===== src/rtl/bcs_pkg.sv =====
// Package for the backtracking constraint solver.
// Shared constants, codes, types and the relate function; no dependencies.
package bcs_pkg;
  localparam int MaxVars = 16;
  localparam int MaxRules = 64;
  localparam int ValueBits = 8;
  localparam int VarBits = 4;
  localparam int RuleBits = 6;

  localparam logic [1:0] OpAdd = 2'd0;
  localparam logic [1:0] OpDom = 2'd1;
  localparam logic [1:0] OpSolve = 2'd2;

  localparam logic [1:0] StAccepted = 2'd0;
  localparam logic [1:0] StFull = 2'd1;
  localparam logic [1:0] StValue = 2'd2;
  localparam logic [1:0] StNone = 2'd3;

  localparam logic [2:0] RelEq = 3'd0;
  localparam logic [2:0] RelNe = 3'd1;
  localparam logic [2:0] RelLt = 3'd2;
  localparam logic [2:0] RelGt = 3'd3;
  localparam logic [2:0] RelLe = 3'd4;
  localparam logic [2:0] RelGe = 3'd5;

  typedef struct packed {
    logic [VarBits-1:0] a;
    logic [VarBits-1:0] b;
    logic [2:0] rel;
    logic absm;
    logic signed [8:0] k;
  } rule_t;

  typedef enum logic [3:0] {
    S_IDLE, S_NEXT, S_RREQ, S_RCHK, S_ACCEPT, S_BACK, S_OREQ, S_OUT
  } state_t;

  function automatic logic relate(input logic [2:0] rel, input logic signed [10:0] x,
                                  input logic signed [10:0] y);
    logic r;
    unique case (rel)
      RelEq: r = (x == y);
      RelNe: r = (x != y);
      RelLt: r = (x < y);
      RelGt: r = (x > y);
      RelLe: r = (x <= y);
      RelGe: r = (x >= y);
      default: r = 1'b0;
    endcase
    return r;
  endfunction
endpackage


===== src/rtl/bcs_rule_mem.sv =====
// Rule memory: one write port, one registered read port.
// Depends on bcs_pkg.
module bcs_rule_mem (
  input  logic clk,
  input  logic we,
  input  logic [bcs_pkg::RuleBits-1:0] waddr,
  input  bcs_pkg::rule_t wdata,
  input  logic [bcs_pkg::RuleBits-1:0] raddr,
  output bcs_pkg::rule_t rdata
);
  bcs_pkg::rule_t mem [bcs_pkg::MaxRules];
  always_ff @(posedge clk) begin
    if (we) mem[waddr] <= wdata;
    rdata <= mem[raddr];
  end
endmodule


===== src/rtl/bcs_val_mem.sv =====
// Assigned value memory, one write port, one registered read port.
// Depends on bcs_pkg.
module bcs_val_mem (
  input  logic clk,
  input  logic we,
  input  logic [bcs_pkg::VarBits-1:0] waddr,
  input  logic signed [bcs_pkg::ValueBits-1:0] wdata,
  input  logic [bcs_pkg::VarBits-1:0] raddr,
  output logic signed [bcs_pkg::ValueBits-1:0] rdata
);
  logic signed [bcs_pkg::ValueBits-1:0] mem [bcs_pkg::MaxVars];
  always_ff @(posedge clk) begin
    if (we) mem[waddr] <= wdata;
    rdata <= mem[raddr];
  end
endmodule


===== src/rtl/backtracking_constraint_solver.sv =====
// Top level of the backtracking constraint solver: command decode and search sequencer.
// Depends on bcs_pkg, bcs_rule_mem, bcs_val_mem.
//
//   channel   signals                                         direction
//   request   start busy op var_a var_b relation abs_mode ... in
//   result    strobe status var_index value last              out
//   config    num_vars_we num_vars_wdata                      in
//
// Rule and domain requests are accepted while idle, with the result registered on the next cycle.
// Solve: each candidate scans the rule memory, stepping through bound check,
// rule read and value read for each stored rule, then is accepted; a backtrack
// step is the S_BACK state; output reads each variable in S_OREQ then S_OUT.
// Reset clears rule count, domains and num_vars (to 1). The receiver
// cannot stall; busy holds off requests while a solve runs.
module backtracking_constraint_solver (
  input  logic clk,
  input  logic rst,
  input  logic start,
  output logic busy,
  input  logic [1:0] op,
  input  logic [3:0] var_a,
  input  logic [3:0] var_b,
  input  logic [2:0] relation,
  input  logic abs_mode,
  input  logic signed [8:0] rule_const,
  input  logic signed [7:0] dom_min,
  input  logic signed [7:0] dom_max,
  input  logic num_vars_we,
  input  logic [4:0] num_vars_wdata,
  output logic strobe,
  output logic [1:0] status,
  output logic [3:0] var_index,
  output logic signed [7:0] value,
  output logic last
);
  localparam int VB = bcs_pkg::ValueBits;
  localparam int XB = bcs_pkg::VarBits;
  localparam int RB = bcs_pkg::RuleBits;

  bcs_pkg::state_t state, state_next;
  logic [4:0] num_vars;
  logic [RB:0] rule_count;
  logic signed [VB-1:0] dlo [bcs_pkg::MaxVars];
  logic signed [VB-1:0] dhi [bcs_pkg::MaxVars];
  logic signed [VB:0] cand [bcs_pkg::MaxVars];
  logic [XB-1:0] depth;
  logic [4:0] nv;
  logic [RB:0] ridx;
  bcs_pkg::rule_t rule_q;

  logic rwe;
  bcs_pkg::rule_t rwdata, rrdata;
  logic vwe;
  logic [XB-1:0] vraddr;
  logic signed [VB-1:0] vrdata;

  always_comb begin
    rwdata.a = var_a;
    rwdata.b = var_b;
    rwdata.rel = relation;
    rwdata.absm = abs_mode;
    rwdata.k = rule_const;
  end

  assign busy = (state != bcs_pkg::S_IDLE);
  logic acc;
  assign acc = start && !busy;
  assign rwe = acc && op == bcs_pkg::OpAdd && !rule_count[RB];

  bcs_rule_mem u_rules (
    .clk(clk), .we(rwe), .waddr(rule_count[RB-1:0]), .wdata(rwdata),
    .raddr(ridx[RB-1:0]), .rdata(rrdata)
  );

  // rule word is held on the read port while ridx is steady
  assign rule_q = rrdata;

  // other end of the rule being checked; rules apply only if other < depth
  logic ina, inb, applies;
  logic [XB-1:0] other;
  always_comb begin
    ina = (rule_q.a == depth);
    inb = (rule_q.b == depth);
    other = ina ? rule_q.b : rule_q.a;
    applies = (ina || inb) && (other < depth);
  end

  assign vraddr = (state == bcs_pkg::S_OREQ) ? depth : other;
  assign vwe = (state == bcs_pkg::S_ACCEPT);

  bcs_val_mem u_vals (
    .clk(clk), .we(vwe), .waddr(depth), .wdata(cand[depth][VB-1:0]),
    .raddr(vraddr), .rdata(vrdata)
  );

  logic signed [10:0] cv, ov, x, y, d;
  logic ok;
  always_comb begin
    cv = 11'(cand[depth]);
    ov = 11'(vrdata);
    x = ina ? cv : ov;
    y = ina ? ov : cv;
    d = x - y;
    if (d < 0) d = -d;
    if (rule_q.absm) ok = bcs_pkg::relate(rule_q.rel, d, 11'(rule_q.k));
    else ok = bcs_pkg::relate(rule_q.rel, x, y);
  end

  logic [4:0] nclamp;
  always_comb begin
    if (num_vars == 5'd0) nclamp = 5'd1;
    else if (num_vars > 5'(bcs_pkg::MaxVars)) nclamp = 5'(bcs_pkg::MaxVars);
    else nclamp = num_vars;
  end

  always_ff @(posedge clk) begin
    if (rst) state <= bcs_pkg::S_IDLE;
    else state <= state_next;
  end

  always_comb begin
    state_next = state;
    unique case (state)
      bcs_pkg::S_IDLE: if (acc && op == bcs_pkg::OpSolve) state_next = bcs_pkg::S_NEXT;
      bcs_pkg::S_NEXT: begin
        if (cand[depth] > 9'(dlo[depth]) && cand[depth] > 9'(dhi[depth]))
          state_next = bcs_pkg::S_BACK;
        else if (cand[depth] > 9'(dhi[depth])) state_next = bcs_pkg::S_BACK;
        else if (ridx >= rule_count) state_next = bcs_pkg::S_ACCEPT;
        else state_next = bcs_pkg::S_RREQ;
      end
      bcs_pkg::S_RREQ: state_next = bcs_pkg::S_RCHK;
      bcs_pkg::S_RCHK: state_next = bcs_pkg::S_NEXT;
      bcs_pkg::S_ACCEPT: state_next = (5'(depth) + 5'd1 >= nv) ? bcs_pkg::S_OREQ
                                                               : bcs_pkg::S_NEXT;
      bcs_pkg::S_BACK: state_next = (depth == '0) ? bcs_pkg::S_IDLE : bcs_pkg::S_NEXT;
      bcs_pkg::S_OREQ: state_next = bcs_pkg::S_OUT;
      bcs_pkg::S_OUT: state_next = (5'(depth) + 5'd1 >= nv) ? bcs_pkg::S_IDLE
                                                            : bcs_pkg::S_OREQ;
      default: state_next = bcs_pkg::S_IDLE;
    endcase
  end

  always_ff @(posedge clk) begin
    if (rst) begin
      num_vars <= 5'd1;
      rule_count <= '0;
      for (int i = 0; i < bcs_pkg::MaxVars; i++) begin
        dlo[i] <= '0;
        dhi[i] <= '0;
      end
      strobe <= 1'b0;
      depth <= '0;
      ridx <= '0;
    end else begin
      strobe <= 1'b0;
      if (num_vars_we) num_vars <= num_vars_wdata;
      unique case (state)
        bcs_pkg::S_IDLE: begin
          if (acc) begin
            unique case (op)
              bcs_pkg::OpAdd: begin
                strobe <= 1'b1;
                status <= rule_count[RB] ? bcs_pkg::StFull : bcs_pkg::StAccepted;
                var_index <= '0; value <= '0; last <= 1'b1;
                if (!rule_count[RB]) rule_count <= rule_count + 1'b1;
              end
              bcs_pkg::OpDom: begin
                strobe <= 1'b1;
                status <= bcs_pkg::StAccepted;
                var_index <= '0; value <= '0; last <= 1'b1;
                dlo[var_a] <= dom_min;
                dhi[var_a] <= dom_max;
              end
              bcs_pkg::OpSolve: begin
                nv <= nclamp;
                depth <= '0;
                ridx <= '0;
                cand[0] <= 9'(dlo[0]);
              end
              default: ;
            endcase
          end
        end
        bcs_pkg::S_NEXT: ;
        bcs_pkg::S_RREQ: ;
        bcs_pkg::S_RCHK: begin
          if (applies && !ok) begin
            cand[depth] <= cand[depth] + 1'b1;
            ridx <= '0;
          end else ridx <= ridx + 1'b1;
        end
        bcs_pkg::S_ACCEPT: begin
          ridx <= '0;
          if (5'(depth) + 5'd1 >= nv) depth <= '0;
          else begin
            depth <= depth + 1'b1;
            cand[depth + 1'b1] <= 9'(dlo[depth + 1'b1]);
          end
        end
        bcs_pkg::S_BACK: begin
          ridx <= '0;
          if (depth == '0) begin
            strobe <= 1'b1;
            status <= bcs_pkg::StNone;
            var_index <= '0; value <= '0; last <= 1'b1;
          end else begin
            depth <= depth - 1'b1;
            cand[depth - 1'b1] <= cand[depth - 1'b1] + 1'b1;
          end
        end
        bcs_pkg::S_OREQ: ;
        bcs_pkg::S_OUT: begin
          strobe <= 1'b1;
          status <= bcs_pkg::StValue;
          var_index <= depth;
          value <= vrdata;
          last <= (5'(depth) + 5'd1 >= nv);
          depth <= depth + 1'b1;
        end
        default: ;
      endcase
    end
  end
endmodule


===== config.mk =====
export PLATFORM = sky130hd
export DESIGN_NAME = backtracking_constraint_solver
export DESIGN_NICKNAME = d
export VERILOG_FILES = /design/src/rtl/bcs_pkg.sv /design/src/rtl/bcs_rule_mem.sv /design/src/rtl/bcs_val_mem.sv /design/src/rtl/backtracking_constraint_solver.sv
export SDC_FILE = /design/constraint.sdc
export NUM_CORES = 2
export LEC_CHECK = 0
export BUFFER_PORTS_ARGS = -buffer_cell sky130_fd_sc_hd__buf_2
export CORE_MARGIN = 2
export CORE_UTILIZATION = 63
export DETAILED_ROUTE_END_ITERATION = 6
export HOLD_SLACK_MARGIN = 0.15
export PLACE_DENSITY = 0.83
export SLEW_MARGIN = 5
export SYNTH_ARGS = -nofsm -noshare
export SYNTH_HDL_FRONTEND = slang
export SYNTH_SLANG_ARGS = --single-unit

===== constraint.sdc =====
create_clock -name clk -period 8.7 [get_ports clk]
set_clock_uncertainty 0.05 [all_clocks]
set_input_delay 1.305 -clock clk [delete_from_list [all_inputs] [get_ports clk]]
set_output_delay 1.305 -clock clk [all_outputs]
set_load 0.01 [all_outputs]

==> out/qor.txt <==
Critical Path RT -> 9.15 ns
Clk Latency, worst-skew pair -> 0.86 ns
Clock sinks -> 1,952
Pwr/cell area -> 211 nW/um^2
Clock-pin slew on the worst setup and hold paths -> 0.06 ns
Hold WC Path Type -> register to register
Actual slew at the worst max-slew pin -> 1.32 ns
Failing checks -> design-rule violations
Seq/Total Area, Yosys -> 0.721
Vias in the first global route -> 42,800
Initial core utilization -> 0.632
Crit path launch type -> register
Tot GR Track Use -> 0.329
Syn_nets -> 4,052
Leak pwr -> 28.0 nW
Chip width -> 361 um
Initial antenna violation count -> 5
Ys flop type -> edfxtp_1
Hold Crit Depth -> 2
Synth area leader -> edfxtp_1
Detailed Place HPWL -> 114,000 um
CTS tree -> built
Final core utilization -> 0.702
Row cnt -> 131
Synth Instances -> 3,956
Fin crit share -> 0.958
Unrepaired setup endpoints after global routing -> no
I/O Buffers -> 64
First-pass GRT wire length -> 303,000 um
Per-cell routed wire length -> 35.6 um
WS Path Type -> register to register
DIE AREA -> 131,000 sq um
GR Overflow Total -> 0
Htree depth -> 4
Nets -> 4,223
CTS Buf Count -> 184
Final min period -> 8.34 ns
Distinct cells, synth -> 92
Clock Path Buffers -> 3
Synthesis-to-layout area growth -> 11.0%
Slew HR -> 0.121
Via-to-Cell Ratio -> 7.09
Crit end category -> register
Final WL -> 212,000 um
Initial DRC count -> 6,580
Asr flop ratio synth -> 0
1st-pass router iterations -> 7
Max cap viols -> 0
RD Place Congestion -> 0.923
Critical Path AT -> 8.78 ns
Antenna viol nets, final -> 0
Slew Viols, Final -> 0
Die Y -> 361 um
Yosys warning count -> 0
Outcome -> finished, violations left
Final setup fails -> 0
Synth top area share -> 0.706
Post-synth EDFFs -> 1,892
Via Count -> 42,200
FF+latch count, synth -> 1,952
FMAX -> 120 MHz
Largest net degree at the start of global routing -> 132
I/O pin count -> 65
Clk root buf -> clkbuf_16
Area contributors post-synth -> edfxtp_1 (71%), mux4_2 (17%), and2_1 (2.1%)
Post-Syn Area -> 80,400 sq um
FF-to-FF path depth -> 27
Critical Path Fanout Max -> 19
Peak supply drop -> 0.318 mV
Syn avg cell area -> 20.3 sq um
Final Hold Fails -> 0
Setup TNS -> 0 ns
Fraction of layout cells with a size suffix above 1 -> 0.295
Remaining DRCs -> 7
Core Area -> 127,000 sq um
[stage by stage]
stage	power, W	cell area [sq um]	worst slack [ns]	instances	hold WS, ns
6_report	0.0188	89300	0.362	5956	0.492
5_1_grt	0.0192	89300	0.0126	5948	0.535
4_1_cts	0.0189	89200	0.274	5947	0.486
3_5_place_dp	0.0110	83300	0.275	5602	0.473
3_3_place_gp	0.0110	83300	0.510	5602	0.450
2_1_floorplan	0.0108	80400	1.60	3956	0.416
[registers in the layout (all words and copies together), names as in the netlist, named ones only]
| name | flops |
|---|---|
| u_rules.mem | 1344 |
| cand | 144 |
| dhi | 128 |
| dlo | 128 |
| u_vals.mem | 128 |
| u_rules.rdata | 21 |
| u_vals.rdata | 8 |
| value | 8 |
| ridx | 7 |
| rule_count | 7 |
| num_vars | 5 |
| nv | 5 |
| depth | 4 |
| var_index | 4 |
| state | 3 |
| status | 2 |
| last | 1 |
| strobe | 1 |
[layout by cell type, fill, tap and decap left out, types with 16 or more instances in the layout]
master,n
edfxtp_1,1892
nand2_1,94
inv_1,56
clkbuf_16,188
nor2_1,102
clkbuf_1,38
xor2_1,18
nor2_2,65
xnor2_1,30
a21oi_1,40
clkinv_2,33
and2_1,270
o21ai_0,28
ha_1,47
mux4_2,624
nand3_1,37
or2_2,23
dfxtp_1,50
mux2i_1,35
nand2b_1,16
o22ai_1,17
nor3_1,31
clkinv_1,43
mux2_2,27
buf_2,64
buf_4,140
[cells in the mapped netlist (all sizes together), types with 5 or more instances]
cell type  number
mux2           32
nand3b          5
mux4          625
buf            81
xnor2          33
a22oi           8
nand2          95
a21o            9
mux2i          41
nor2b          12
nand3          37
clkbuf        141
nand2b         16
or2            25
a211oi         11
nor4           17
o21ai          39
xor2           19
nor3           35
and2          271
a21oi          41
o22ai          17
ha             48
or3             6
a31oi           8
inv            57
nor2          167
nand4          12
and3           15
edfxtp       1892
o21a            9
dfxtp          60
o211ai          5
[timing repair]
action	CTS	global route
hold buffers	0	0
setup buffers	0	1
setup endpoints to repair	0	64
gates resized for setup	0	3
[routing by layer]
metal | share of wire | wire length (um) | track usage
met5 | 0.00017 | 36 | 0
met4 | 0.057 | 12200 | 0.163
met3 | 0.11 | 22800 | 0.0703
met2 | 0.50 | 107000 | 0.543
met1 | 0.33 | 70300 | 0.421
[area by class of cell]
type | count | area (sq um)
Tap cell | 1662 | 2080
Inverter | 59 | 226
Antenna cell | 8 | 20.0
Timing Repair Buffer | 207 | 1430
Clock buffer | 233 | 4940
Fill cell | 7194 | 37900
Sequential cell | 1952 | 58000
Multi-Input combinational cell | 1723 | 21500
Clock inverter | 112 | 1020
[cells by family (layout without fill, tap and decap cells)]
family,Yosys count,after routing,synth area share
flops,1952,1952,0.721
simple gates,721,721,0.0473
mux,698,698,0.185
buf+inv,281,611,0.0148
compound gates,199,199,0.0177
fa+ha+maj,52,52,0.00796
xor+xnor,52,52,0.00585
other cells,1,9,0.0000466
[report_power, final]
group          internal (W)  total (W)  leakage, nW  switching [W]
registers            0.0103     0.0104         17.9      0.0000305
logic              0.000129   0.000448         7.27       0.000320
clock network       0.00443    0.00801         2.90        0.00358
[critical path, cell delays in order (launching register included)]
cell,delay (ns)
dfxtp_4,0.57
mux4_2,0.56
mux2i_2,0.37
mux2_2,0.38
inv_1,0.08
nor2_1,0.09
a21oi_1,0.08
ha_1,0.26
nor3_1,0.46
o22ai_1,0.18
o31ai_2,0.62
a31o_2,0.29
a21oi_1,0.07
buf_4,0.20
mux2_2,0.27
ha_1,0.28
nor2b_1,0.13
o21a_1,0.16
o21ai_0,0.18
a211oi_1,0.10
o21ai_0,0.37
nand3b_1,0.17
o2111a_1,0.18
a21boi_0,0.26
o31ai_4,0.85
nand2_1,0.26
a211oi_1,0.27
buf_4,0.27
[path summary, 6_finish.rpt]
path | slack [ns] | to | startpoint
min | 0.49 | rule_count[6] | rule_count[6]
max | 0.36 | cand[4][7] | register
min reg2reg | 0.49 | rule_count[6] | rule_count[6]
max reg2reg | 0.36 | cand[4][7] | register
(Power assumes the default switching activity.)
